==> src/sv/fsmc_pkg.sv <==
// Shared types and constants for the flash sector map chunker.
package fsmc_pkg;

  // Register file layout
  localparam int REG_SLOTS  = 4;
  localparam int CFG_IDX_W  = 3;
  localparam int CFG_DATA_W = 32;

  // Register index of the page size exponent
  localparam logic [CFG_IDX_W-1:0] REG_PAGE_EXP = 3'd4;

  // Region descriptor packing
  localparam int CNT_W   = 16;
  localparam int EXP_W   = 5;
  localparam int OP_W    = 8;
  localparam int CNT_LSB = 0;
  localparam int EXP_LSB = 16;
  localparam int OP_LSB  = 24;

  // Data widths
  localparam int ADDR_W    = 32;
  localparam int LEN_W     = 32;
  localparam int RIDX_W    = 2;
  localparam int CHUNK_W   = 17;
  localparam int SEC_REM_W = 32;
  localparam int SPAN_W    = CNT_W + (1 << EXP_W) - 1;
  localparam int SUM_W     = SPAN_W + $clog2(REG_SLOTS);

  // Page exponent limits
  localparam int                PAGE_EXP_MAX = 16;
  localparam logic [EXP_W-1:0]  PAGE_EXP_RST = 5'd8;

  // Defaults for top-level parameters
  localparam int DEF_NUM_REGIONS = 4;
  localparam int DEF_ADDR_BITS   = 32;

  // Per-region values derived from the descriptors
  typedef struct packed {
    logic             active;   // this and all earlier regions have a nonzero count
    logic             next_nz;  // the following region has a nonzero count
    logic [CNT_W-1:0] cnt;
    logic [EXP_W-1:0] ex;
    logic [OP_W-1:0]  op;
    logic [SUM_W-1:0] start;
    logic [SUM_W-1:0] stop;
  } region_info_t;

  // Lookup result handed from the region locator to the chunk sizer
  typedef struct packed {
    logic              valid;
    logic              found;
    logic [RIDX_W-1:0] ridx;
    logic [ADDR_W-1:0] addr;
    logic [ADDR_W-1:0] off;
    logic [ADDR_W-1:0] start;
    logic [LEN_W-1:0]  len;
    logic [EXP_W-1:0]  ex;
    logic [OP_W-1:0]   op;
    logic [CNT_W-1:0]  cnt;
    logic              next_nz;
  } loc_t;

endpackage

==> src/sv/fsmc_regs.sv <==
// Configuration registers and the derived region start/end table.
module fsmc_regs #(
  parameter int NUM_REGIONS = fsmc_pkg::DEF_NUM_REGIONS,
  localparam int SCAN_N = (NUM_REGIONS < fsmc_pkg::REG_SLOTS) ?
                          NUM_REGIONS : fsmc_pkg::REG_SLOTS
) (
  input  logic                              clk,
  input  logic                              rst_n,
  input  logic                              cfg_we,
  input  logic [fsmc_pkg::CFG_IDX_W-1:0]    cfg_index,
  input  logic [fsmc_pkg::CFG_DATA_W-1:0]   cfg_data,
  output fsmc_pkg::region_info_t            info_o [SCAN_N],
  output logic [fsmc_pkg::EXP_W-1:0]        page_exp_o
);
  import fsmc_pkg::*;

  logic [CFG_DATA_W-1:0] region_r [SCAN_N];
  logic [EXP_W-1:0]      page_exp_r;
  region_info_t          info_r   [SCAN_N];
  region_info_t          info_nxt [SCAN_N];

  // Register writes; indexes past the list are dropped
  always_ff @(posedge clk) begin
    if (!rst_n) begin
      for (int r = 0; r < SCAN_N; r++) region_r[r] <= '0;
      page_exp_r <= PAGE_EXP_RST;
    end else if (cfg_we) begin
      for (int r = 0; r < SCAN_N; r++) begin
        if (cfg_index == CFG_IDX_W'(r)) region_r[r] <= cfg_data;
      end
      if (cfg_index == REG_PAGE_EXP) page_exp_r <= cfg_data[EXP_W-1:0];
    end
  end

  // Region spans, running start/end and table-end tracking
  always_comb begin
    logic [SUM_W-1:0] acc;
    logic             alive;
    logic             carry;
    logic [CNT_W-1:0] cnt;
    logic [EXP_W-1:0] ex;
    acc   = '0;
    alive = 1'b1;
    for (int r = 0; r < SCAN_N; r++) begin
      cnt   = region_r[r][CNT_LSB +: CNT_W];
      ex    = region_r[r][EXP_LSB +: EXP_W];
      alive = alive & (cnt != '0);
      info_nxt[r].active  = alive;
      info_nxt[r].next_nz = 1'b0;
      info_nxt[r].cnt     = cnt;
      info_nxt[r].ex      = ex;
      info_nxt[r].op      = region_r[r][OP_LSB +: OP_W];
      info_nxt[r].start   = acc;
      info_nxt[r].stop    = acc + (SUM_W'(cnt) << ex);
      acc                 = info_nxt[r].stop;
    end
    // walk backwards so each region sees the count of its successor
    carry = 1'b0;
    for (int r = SCAN_N - 1; r >= 0; r--) begin
      info_nxt[r].next_nz = carry;
      carry = (region_r[r][CNT_LSB +: CNT_W] != '0);
    end
  end

  always_ff @(posedge clk) begin
    if (!rst_n) begin
      for (int r = 0; r < SCAN_N; r++) info_r[r] <= '0;
    end else begin
      for (int r = 0; r < SCAN_N; r++) info_r[r] <= info_nxt[r];
    end
  end

  assign info_o     = info_r;
  assign page_exp_o = (page_exp_r > EXP_W'(PAGE_EXP_MAX)) ? EXP_W'(PAGE_EXP_MAX) : page_exp_r;

endmodule

==> src/sv/fsmc_locate.sv <==
// Input capture and parallel region compare: finds the region holding the address.
module fsmc_locate #(
  parameter int NUM_REGIONS = fsmc_pkg::DEF_NUM_REGIONS,
  parameter int ADDR_BITS   = fsmc_pkg::DEF_ADDR_BITS,
  localparam int SCAN_N = (NUM_REGIONS < fsmc_pkg::REG_SLOTS) ?
                          NUM_REGIONS : fsmc_pkg::REG_SLOTS
) (
  input  logic                           clk,
  input  logic                           rst_n,
  input  logic                           take,
  input  logic [fsmc_pkg::ADDR_W-1:0]    address,
  input  logic [fsmc_pkg::LEN_W-1:0]     length,
  input  fsmc_pkg::region_info_t         info_i [SCAN_N],
  output fsmc_pkg::loc_t                 loc_o
);
  import fsmc_pkg::*;

  logic                 s1_valid_r;
  logic [ADDR_BITS-1:0] s1_addr_r;
  logic [LEN_W-1:0]     s1_len_r;
  logic                 hit   [SCAN_N];
  logic [ADDR_BITS-1:0] off_w [SCAN_N];
  loc_t                 loc_r;
  loc_t                 loc_nxt;

  // Stage 1: capture the accepted transfer, upper address bits dropped
  always_ff @(posedge clk) begin
    if (!rst_n) begin
      s1_valid_r <= 1'b0;
    end else begin
      s1_valid_r <= take;
    end
  end

  always_ff @(posedge clk) begin
    if (take) begin
      s1_addr_r <= address[ADDR_BITS-1:0];
      s1_len_r  <= length;
    end
  end

  // Stage 2: compare against every region end and form offsets in parallel
  always_comb begin
    for (int r = 0; r < SCAN_N; r++) begin
      hit[r]   = info_i[r].active && (SUM_W'(s1_addr_r) < info_i[r].stop);
      off_w[r] = s1_addr_r - info_i[r].start[ADDR_BITS-1:0];
    end
  end

  // Lowest matching region wins
  always_comb begin
    loc_nxt       = '0;
    loc_nxt.valid = s1_valid_r;
    loc_nxt.addr  = ADDR_W'(s1_addr_r);
    loc_nxt.len   = s1_len_r;
    for (int r = SCAN_N - 1; r >= 0; r--) begin
      if (hit[r]) begin
        loc_nxt.found   = 1'b1;
        loc_nxt.ridx    = RIDX_W'(r);
        loc_nxt.off     = ADDR_W'(off_w[r]);
        loc_nxt.start   = ADDR_W'(info_i[r].start[ADDR_BITS-1:0]);
        loc_nxt.ex      = info_i[r].ex;
        loc_nxt.op      = info_i[r].op;
        loc_nxt.cnt     = info_i[r].cnt;
        loc_nxt.next_nz = info_i[r].next_nz;
      end
    end
  end

  always_ff @(posedge clk) begin
    if (!rst_n) begin
      loc_r <= '0;
    end else begin
      loc_r <= loc_nxt;
    end
  end

  assign loc_o = loc_r;

endmodule

==> src/sv/fsmc_sizer.sv <==
// Sector index, base and program chunk sizing, with the output register.
module fsmc_sizer #(
  parameter int ADDR_BITS = fsmc_pkg::DEF_ADDR_BITS
) (
  input  logic                            clk,
  input  logic                            rst_n,
  input  fsmc_pkg::loc_t                  loc_i,
  input  logic [fsmc_pkg::EXP_W-1:0]      page_exp_i,
  output logic                            out_valid,
  output logic                            out_found,
  output logic [fsmc_pkg::RIDX_W-1:0]     out_region_index,
  output logic [fsmc_pkg::CNT_W-1:0]      out_sector_index,
  output logic [fsmc_pkg::ADDR_W-1:0]     out_sector_base,
  output logic [fsmc_pkg::EXP_W-1:0]      out_sector_size_exp,
  output logic [fsmc_pkg::OP_W-1:0]       out_erase_opcode,
  output logic [fsmc_pkg::CHUNK_W-1:0]    out_chunk_length,
  output logic                            out_more_sectors
);
  import fsmc_pkg::*;

  typedef struct packed {
    logic                 valid;
    logic                 found;
    logic [RIDX_W-1:0]    ridx;
    logic [CNT_W-1:0]     idx;
    logic [ADDR_BITS-1:0] base_off;
    logic [ADDR_BITS-1:0] start;
    logic [EXP_W-1:0]     ex;
    logic [OP_W-1:0]      op;
    logic [CNT_W-1:0]     cnt;
    logic                 next_nz;
    logic [LEN_W-1:0]     len;
    logic [SEC_REM_W-1:0] sec_rem;
    logic [CHUNK_W-1:0]   page_rem;
  } s3_t;

  typedef struct packed {
    logic                 valid;
    logic                 found;
    logic [RIDX_W-1:0]    ridx;
    logic [CNT_W-1:0]     idx;
    logic [ADDR_BITS-1:0] base;
    logic [EXP_W-1:0]     ex;
    logic [OP_W-1:0]      op;
    logic                 more;
    logic [LEN_W-1:0]     len;
    logic [CHUNK_W-1:0]   lim;
  } s4_t;

  s3_t                  s3_r, s3_nxt;
  s4_t                  s4_r, s4_nxt;
  logic [ADDR_W:0]      sec_pow;
  logic [ADDR_W-1:0]    sec_mask;
  logic [ADDR_W-1:0]    off_ext;
  logic [CHUNK_W:0]     page_pow;
  logic [CHUNK_W-1:0]   page_mask;
  logic [CHUNK_W-1:0]   chunk_w;

  // Stage 3: split the offset into sector index and in-sector offset; form bytes left to sector end and page end
  always_comb begin
    off_ext   = ADDR_W'(loc_i.off[ADDR_BITS-1:0]);
    sec_pow   = (ADDR_W+1)'(1) << loc_i.ex;
    sec_mask  = ADDR_W'(sec_pow - (ADDR_W+1)'(1));
    page_pow  = (CHUNK_W+1)'(1) << page_exp_i;
    page_mask = CHUNK_W'(page_pow - (CHUNK_W+1)'(1));

    s3_nxt.valid    = loc_i.valid;
    s3_nxt.found    = loc_i.found;
    s3_nxt.ridx     = loc_i.ridx;
    s3_nxt.idx      = CNT_W'(off_ext >> loc_i.ex);
    s3_nxt.base_off = ADDR_BITS'(off_ext & ~sec_mask);
    s3_nxt.start    = loc_i.start[ADDR_BITS-1:0];
    s3_nxt.ex       = loc_i.ex;
    s3_nxt.op       = loc_i.op;
    s3_nxt.cnt      = loc_i.cnt;
    s3_nxt.next_nz  = loc_i.next_nz;
    s3_nxt.len      = loc_i.len;
    s3_nxt.sec_rem  = SEC_REM_W'(sec_pow - (ADDR_W+1)'(off_ext & sec_mask));
    s3_nxt.page_rem = CHUNK_W'(page_pow -
                      (CHUNK_W+1)'(CHUNK_W'(loc_i.addr[CHUNK_W-2:0]) & page_mask));
  end

  always_ff @(posedge clk) begin
    if (!rst_n) begin
      s3_r <= '0;
    end else begin
      s3_r <= s3_nxt;
    end
  end

  // Stage 4: sector base, nearer of sector end and page end, more flag
  always_comb begin
    s4_nxt.valid = s3_r.valid;
    s4_nxt.found = s3_r.found;
    s4_nxt.ridx  = s3_r.ridx;
    s4_nxt.idx   = s3_r.idx;
    s4_nxt.base  = s3_r.start + s3_r.base_off;
    s4_nxt.ex    = s3_r.ex;
    s4_nxt.op    = s3_r.op;
    s4_nxt.more  = ((CNT_W+1)'(s3_r.idx) + (CNT_W+1)'(1) < (CNT_W+1)'(s3_r.cnt)) ||
                   s3_r.next_nz;
    s4_nxt.len   = s3_r.len;
    s4_nxt.lim   = (s3_r.sec_rem < SEC_REM_W'(s3_r.page_rem)) ?
                   CHUNK_W'(s3_r.sec_rem) : s3_r.page_rem;
  end

  always_ff @(posedge clk) begin
    if (!rst_n) begin
      s4_r <= '0;
    end else begin
      s4_r <= s4_nxt;
    end
  end

  // Output register: cut to the remaining length, zeros when not found
  assign chunk_w = (s4_r.len < LEN_W'(s4_r.lim)) ? CHUNK_W'(s4_r.len) : s4_r.lim;

  always_ff @(posedge clk) begin
    if (!rst_n) begin
      out_valid <= 1'b0;
    end else begin
      out_valid <= s4_r.valid;
    end
  end

  always_ff @(posedge clk) begin
    if (s4_r.found) begin
      out_found           <= 1'b1;
      out_region_index    <= s4_r.ridx;
      out_sector_index    <= s4_r.idx;
      out_sector_base     <= ADDR_W'(s4_r.base);
      out_sector_size_exp <= s4_r.ex;
      out_erase_opcode    <= s4_r.op;
      out_chunk_length    <= chunk_w;
      out_more_sectors    <= s4_r.more;
    end else begin
      out_found           <= 1'b0;
      out_region_index    <= '0;
      out_sector_index    <= '0;
      out_sector_base     <= '0;
      out_sector_size_exp <= '0;
      out_erase_opcode    <= '0;
      out_chunk_length    <= '0;
      out_more_sectors    <= 1'b0;
    end
  end

endmodule

==> src/sv/flash_sector_map_chunker.sv <==
// Top level of the flash sector map chunker.
//
// Usage: write the erase region descriptors (indexes 0..3) and the page size
// exponent (index 4) through the cfg_ port while no transfer is in flight; a
// new value is in effect for a transfer started in the following cycle.
// A transfer is started by raising start with in_address and in_length; busy
// is always low, so one transfer can be started in every clock cycle.
// Each result shows on the out_ ports, marked by out_valid, for one cycle.
// Throughput: one result per cycle, since busy never holds off a start.
// The work runs through an input capture stage, a parallel region compare,
// a sector split stage, a chunk limit stage and the output register.
// Results leave in start order; the receiver must take each one when shown.
// Reset (synchronous, rst_n low) clears all region descriptors, which empties
// the table, sets the page exponent to 8 and drops every transfer in flight.
module flash_sector_map_chunker #(
  parameter int NUM_REGIONS = fsmc_pkg::DEF_NUM_REGIONS,
  parameter int ADDR_BITS   = fsmc_pkg::DEF_ADDR_BITS
) (
  input  logic                            clk,
  input  logic                            rst_n,
  input  logic                            start,
  output logic                            busy,
  input  logic [fsmc_pkg::ADDR_W-1:0]     in_address,
  input  logic [fsmc_pkg::LEN_W-1:0]      in_length,
  input  logic                            cfg_we,
  input  logic [fsmc_pkg::CFG_IDX_W-1:0]  cfg_index,
  input  logic [fsmc_pkg::CFG_DATA_W-1:0] cfg_data,
  output logic                            out_valid,
  output logic                            out_found,
  output logic [fsmc_pkg::RIDX_W-1:0]     out_region_index,
  output logic [fsmc_pkg::CNT_W-1:0]      out_sector_index,
  output logic [fsmc_pkg::ADDR_W-1:0]     out_sector_base,
  output logic [fsmc_pkg::EXP_W-1:0]      out_sector_size_exp,
  output logic [fsmc_pkg::OP_W-1:0]       out_erase_opcode,
  output logic [fsmc_pkg::CHUNK_W-1:0]    out_chunk_length,
  output logic                            out_more_sectors
);
  import fsmc_pkg::*;

  localparam int SCAN_N = (NUM_REGIONS < REG_SLOTS) ? NUM_REGIONS : REG_SLOTS;

  region_info_t     info [SCAN_N];
  logic [EXP_W-1:0] page_exp;
  loc_t             loc;

  // Fully pipelined, never holds off a transfer
  assign busy = 1'b0;

  fsmc_regs #(
    .NUM_REGIONS (NUM_REGIONS)
  ) u_regs (
    .clk        (clk),
    .rst_n      (rst_n),
    .cfg_we     (cfg_we),
    .cfg_index  (cfg_index),
    .cfg_data   (cfg_data),
    .info_o     (info),
    .page_exp_o (page_exp)
  );

  fsmc_locate #(
    .NUM_REGIONS (NUM_REGIONS),
    .ADDR_BITS   (ADDR_BITS)
  ) u_locate (
    .clk     (clk),
    .rst_n   (rst_n),
    .take    (start && !busy),
    .address (in_address),
    .length  (in_length),
    .info_i  (info),
    .loc_o   (loc)
  );

  fsmc_sizer #(
    .ADDR_BITS (ADDR_BITS)
  ) u_sizer (
    .clk                 (clk),
    .rst_n               (rst_n),
    .loc_i               (loc),
    .page_exp_i          (page_exp),
    .out_valid           (out_valid),
    .out_found           (out_found),
    .out_region_index    (out_region_index),
    .out_sector_index    (out_sector_index),
    .out_sector_base     (out_sector_base),
    .out_sector_size_exp (out_sector_size_exp),
    .out_erase_opcode    (out_erase_opcode),
    .out_chunk_length    (out_chunk_length),
    .out_more_sectors    (out_more_sectors)
  );

endmodule
==> config.mk <==
export PLATFORM = sky130hd
export DESIGN_NAME = flash_sector_map_chunker
export DESIGN_NICKNAME = d
export VERILOG_FILES = /design/src/sv/fsmc_pkg.sv /design/src/sv/fsmc_regs.sv /design/src/sv/fsmc_locate.sv /design/src/sv/fsmc_sizer.sv /design/src/sv/flash_sector_map_chunker.sv
export SDC_FILE = /design/constraint.sdc
export NUM_CORES = 2
export LEC_CHECK = 0
export BUFFER_PORTS_ARGS = -buffer_cell sky130_fd_sc_hd__buf_2
export CORE_ASPECT_RATIO = 0.8
export CORE_UTILIZATION = 45
export CTS_CLUSTER_DIAMETER = 80
export DETAILED_ROUTE_END_ITERATION = 10
export MAX_ROUTING_LAYER = met4
export PLACE_DENSITY_LB_ADDON = 0.08
export SLEW_MARGIN = 20
export SYNTH_ARGS = -nofsm -noshare
export SYNTH_HDL_FRONTEND = slang
export SYNTH_SLANG_ARGS = --single-unit
export TNS_END_PERCENT = 10
==> constraint.sdc <==
create_clock -name clk -period 14.6 [get_ports clk]
set_clock_uncertainty 0.15 [all_clocks]
set_input_delay 2.19 -clock clk [delete_from_list [all_inputs] [get_ports clk]]
set_output_delay 2.19 -clock clk [all_outputs]
set_load 0.005 [all_outputs]
Word-level counts from Yosys, hierarchy flattened
Memories as Yosys holds them, arrays and structs flattened. Cells that the tools add are included.

Flip-flop bits (word level): 928. RAM bits: 128. Bits of input ports: 103. Output and inout bits: 84. Logic and storage cells: 166. Memories kept: 1.

Add/sub/neg operators: 13. Magnitude comparators: 8. Eq/ne operators: 4. Shifts and indexed selects: 7. Multiplexer cells: 37. Bitwise logic cells: 12. Reduce and logical (&&, ||, !) cells: 13.

Memories: u_regs.region_r (depth 4, width 32, rd ports 4, clocked after memory_dff 0, write ports 4, line fsmc_regs.sv:17) `logic [CFG_DATA_W-1:0] region_r [SCAN_N];`.

Operators by type and width (number): $mux 64 (4); $lt 32x49->1 (4); $shl 16x5->49 (4); $add 49x49->49 (3); $mux 32 (4); $sub 32x32->32 (4); $mux 30 (4); $and 32x32->32 (2); $lt 32x17->1 (2); $reduce_bool 16->1 (4); $sub 32x1->32 const B (2); $mux 17 (2); $add 32x32->32 (1); $not 32->32 (1); $shl 1x5->32 const A (1); $shr 32x5->16 (1); $mux 1 (18); $add 16x1->17 const B (1); $and 16x17->17 (1); $lt 17x16->1 (1); $shl 1x5->17 const A (1); $sub 17x1->17 const B (1); $sub 17x17->17 (1); $mux 3 (4); 14 further kinds (23).

Logic depth before layout (Yosys ltp)
Depth in word-level cells: 6. Mapped depth: 43.

Cells and area by module
A second synthesis with hierarchy kept.

Cell total of the unflattened synthesis: 7255. Area total of the unflattened synthesis: 62994.2 um2.

By module, submodules not included: fsmc_regs (instances 1, cells an instance 2890, area each 25807.3 um2); fsmc_sizer (instances 1, cells an instance 2122, area each 18606.6 um2); fsmc_locate (instances 1, cells an instance 2241, area each 18569.1 um2); flash_sector_map_chunker (instances 1, cells an instance 2, area each 11.3 um2).

Least setup slack after synthesis
OpenSTA, ideal clock, no wires.

Path kind: reg2reg. Start: memory u_regs.region_r[0][16]. End: register, netlist name u_regs.info_o[48]. Setup time: 127 ps. Arrival time: 7898 ps. Required time: 14323 ps. Path slack: 6425 ps. Stages on the path, launching flop included: 35. Cells stage by stage: edfxtp_1 > clkbuf_1 > buf_1 > mux4_2 > mux2i_1 > nand2_1 > o21ai_0 > nor2_1 > ha_1 > and3_1 > and3_1 > a32o_1 > a211oi_1 > nand2_1 > a21oi_1 > o21ai_0 > a221oi_1 > xnor2_1 > ha_1 > a21o_1 > a21o_1 > a21o_1 > a21o_1 > a221oi_1 > o21bai_1 > xnor2_1 > ha_1 > a21oi_1 > o21ai_0 > a21o_1 > a21oi_1 > o21ai_0 > a21oi_1 > nor3_1 > or3_1.

RTL lines (line): from (decl) (fsmc_regs.sv:17).

==> flow_metrics.py <==
metrics = {
    "outcome": {
        "status": "finished with violations",
        "violations": "DRC",
    },
    "min_path": {
        "min_path_type": "register to register",
    },
    "placed_design": {
        "place_congestion": 0.9823,
        "place_hpwl_mm": 146.9,
        "placed_cells": 7849,
        "dp_worst_setup_slack_ns": 4.219,
        "numPortBuffers": 182,
    },
    "timing": {
        "max-slew-margin-rel_pct": 16.67,
        "tightest_slew_ns": 1.242,
        "worst_slack_ns": 3.836,
        "period_minus_slack_ns": 10.76,
        "max_freq_mhz": 92.90,
        "rsz0062_at_grt": "false",
        "setup_viol": 0,
        "drv_slew": 0,
        "finalHoldViolCount": 0,
        "fin_setup_tns_ns": 0,
        "fin_crit_sh_pct": 73.73,
    },
    "logic_synthesis": {
        "synthFlopType": "dfxtp_1",
        "async_flop_share_pct": 0,
        "postSynthCellCount": 6290,
        "netlist_area_sq_mm": 0.05600,
        "ys_types": 96,
        "synth_edf_count": 180,
        "syn-mean-instance-area_sq_um": 8.904,
        "synth_warnings": 0,
        "synth_seq_cells": 1041,
        "synth_nets": 6752,
        "ys_seq_area_share_pct": 40.43,
    },
    "worst_setup_path": {
        "cp_max_fo": 24,
        "cp_slowest_stage_delay_ns": 0.90,
        "rrSetupSlack_ns": 3.84,
        "slowest_stage": "edfxtp_1",
        "cp-end-kind": "register",
        "arrival_ns": 11.20,
        "path_class": "register to register",
        "required_ns": 15.04,
        "crit_path_frequent_cell": "o21ai_0",
        "worstSetupStartpointType": "register",
        "path_buf_inv": 0,
        "path_delay_family": "compound AO/OA/AOI/OAI gates",
    },
    "pwr": {
        "vdd_drop_max_uv": 116.3,
        "total_power_mw": 9.961,
        "cellPowerDensity_mw_per_mm2": 160.2,
        "p_leak_nw": 26.21,
    },
    "global_routing": {
        "track_usage_pct": 30.42,
        "grt_overflow_total": 0,
        "antenna_found_initial": 11,
        "grt_max_degree": 169,
        "grt_first_pass_wirelength_mm": 280.2,
        "first_global_vias": 42977,
    },
    "clock_tree": {
        "cts_inserted_buffers": 108,
        "clock_path_buffers": 3,
        "postCtsSetupBuffers": 0,
        "path_clk_slew_ns": 0.06,
        "hold_buffers": 0,
        "root_buffer": "clkbuf_16",
        "cts_resized": 0,
        "clock-sinks": 1041,
        "worstSkewPairLatency_ns": 0.77,
        "cts_tree": "yes",
        "htreeDepth": 3,
    },
    "floorplanning": {
        "die_y_um": 317.5,
        "die-area_sq_mm": 0.1259,
        "core_area_sq_mm": 0.1232,
        "die_x_um": 396.4,
        "num_rows": 115,
        "ios": 187,
        "initial_core_util_pct": 45.47,
    },
    "detailed_routing": {
        "wl_mm": 190.5,
        "vias_per_cell": 5.729,
        "vias": 46168,
        "antenna_left": 0,
        "drtIter0Drc": 4522,
        "avgRoutedWirePerCell_um": 23.63,
        "drc": 52,
        "firstDrtPassIters": 11,
    },
    "run": {
        "cap_violations": 0,
    },
    "final_layout": {
        "nNetsFinal": 6783,
        "final_cells": 8059,
        "final_core_util_pct": 50.49,
        "syn2layout_area_growth_pct": 11.03,
        "drive_above_1_share_pct": 8.918,
    },
}
## final cells by class
| class | count | area [sq um] |
|---|---|---|
| inverters | 271 | 1025 |
| diodes | 7 | 17.52 |
| well taps | 1638 | 2049 |
| repair buffers | 242 | 1399 |
| fillers | 11822 | 60990 |
| clock buffers | 140 | 3008 |
| clock inverters | 63 | 837.1 |
| multi-input cells | 4657 | 31200 |
| flip-flops and latches | 1041 | 22650 |
## per-stage QoR
step | area, sq um | hold slack, ns
after floorplan | 56010 | 0.1790
after global placement | 58290 | 0.2628
after detailed placement | 58320 | 0.2669
after CTS | 62160 | 0.2755
after global routing | 62170 | 0.2889
final | 62180 | 0.2774
## logic make-up after synthesis
kind of cell / after synthesis / synth area share, %
AO/OA/AOI/OAI: 1512 / 17.50
XOR/XNOR: 285 / 4.457
adder cells (fa/ha/maj): 359 / 8.114
buffers and inverters: 592 / 4.030
flip-flops: 1041 / 40.43
multiplexers: 210 / 4.709
other: 1 / 0.006696
AND/OR/NAND/NOR: 2290 / 20.76
## worst register-to-register path: cells and delay by family (launching register included)
kind	cells	cell delay [ns]
mux	3	0.80
flops	1	0.90
fa+ha+maj	3	1.37
xor+xnor	2	0.36
compound gates	18	5.07
simple gates	9	2.00
## cells in the final DEF (no fill, tap or decap), drive strengths merged, types with 143 or more instances in the layout
cell type  netlist  final
o21ai          291    291
ha             352    352
nor2           602    602
xnor2          165    165
edfxtp         180    180
buf             59    242
dfxtp          861    861
inv            265    273
a21o           143    143
and2           648    648
nand2          414    414
a21oi          453    453
## synth_stat cells, drive strengths merged, types with 14 or more instances
master    n  share of area, %
o22ai    42              0.47
nand3    97              0.87
a21oi   453               4.0
a22oi    17              0.24
buf      59              0.46
mux2     38              0.76
a21o    143               1.9
and2    648               7.2
o21ai   291               2.6
o21a     48              0.64
edfxtp  180               9.7
nor4     54              0.63
and3     55              0.61
ha      352               7.9
nor3    123               1.1
o31ai    27              0.37
mux2i   133               2.4
nor2    602               4.0
nor3b    17              0.23
inv     265               1.8
a21boi   15              0.20
a31oi    42              0.47
or3      26              0.30
o221ai   17              0.27
a211oi  115               1.6
o211ai   36              0.49
nand2   414               2.8
a221oi   84               1.3
nand4    38              0.42
nor2b   105               1.2
o21bai   29              0.39
xor2    120               1.9
or2      20              0.22
mux4     39               1.6
dfxtp   861                31
clkbuf  262               1.8
xnor2   165               2.6
a31o     14              0.22
nand2b   57              0.64
## layer usage
layer  share of wire, %  global-route usage [%]  vias up
met3                8.3                   5.191      254
li1                   -                       -    22255
met5                  0                       -        -
met4                2.5                   7.602        0
met1                 49                   45.26    21990
met2                 41                   42.13     1669
## worst paths after layout
path	from	endpoint	cells after the start
worst max register to register	u_regs.region_r[0][17]$_SDFFCE_PN0P_	u_regs.info_o[48]$_SDFF_PN0_	35
worst min-delay path	u_sizer.s3_r[108]$_SDFF_PN0_	u_sizer.s4_r[60]$_SDFF_PN0_	1
worst min register to register	u_sizer.s3_r[108]$_SDFF_PN0_	u_sizer.s4_r[60]$_SDFF_PN0_	1
worst max-delay path	u_regs.region_r[0][17]$_SDFFCE_PN0P_	u_regs.info_o[48]$_SDFF_PN0_	35
## registers in the layout, indices dropped and copies added, names as in the netlist, 2 cells and up
name and count:
u_sizer.out_erase_opcode 8, u_locate.loc_o 146, u_sizer.out_sector_size_exp 5, u_sizer.s4_r 115, u_regs.page_exp_r 5, u_regs.info_o 316, u_locate.s1_addr_r 32, u_sizer.s3_r 195
u_regs.region_r 116, u_sizer.out_sector_index 16, u_sizer.out_chunk_length 17, u_sizer.out_sector_base 32, u_sizer.out_region_index 2, u_locate.s1_len_r 32
## where the power goes
part / total, mW / leakage, nW / switching (mW) / internal (mW)
clock: 2.92 / 1.88 / 1.23 / 1.69
combinational: 3.50 / 15.5 / 2.21 / 1.29
sequential: 3.54 / 8.83 / 0.282 / 3.26
total: 9.96 / 26.2 / 3.72 / 6.24
Power figures use the tool's default switching activity.
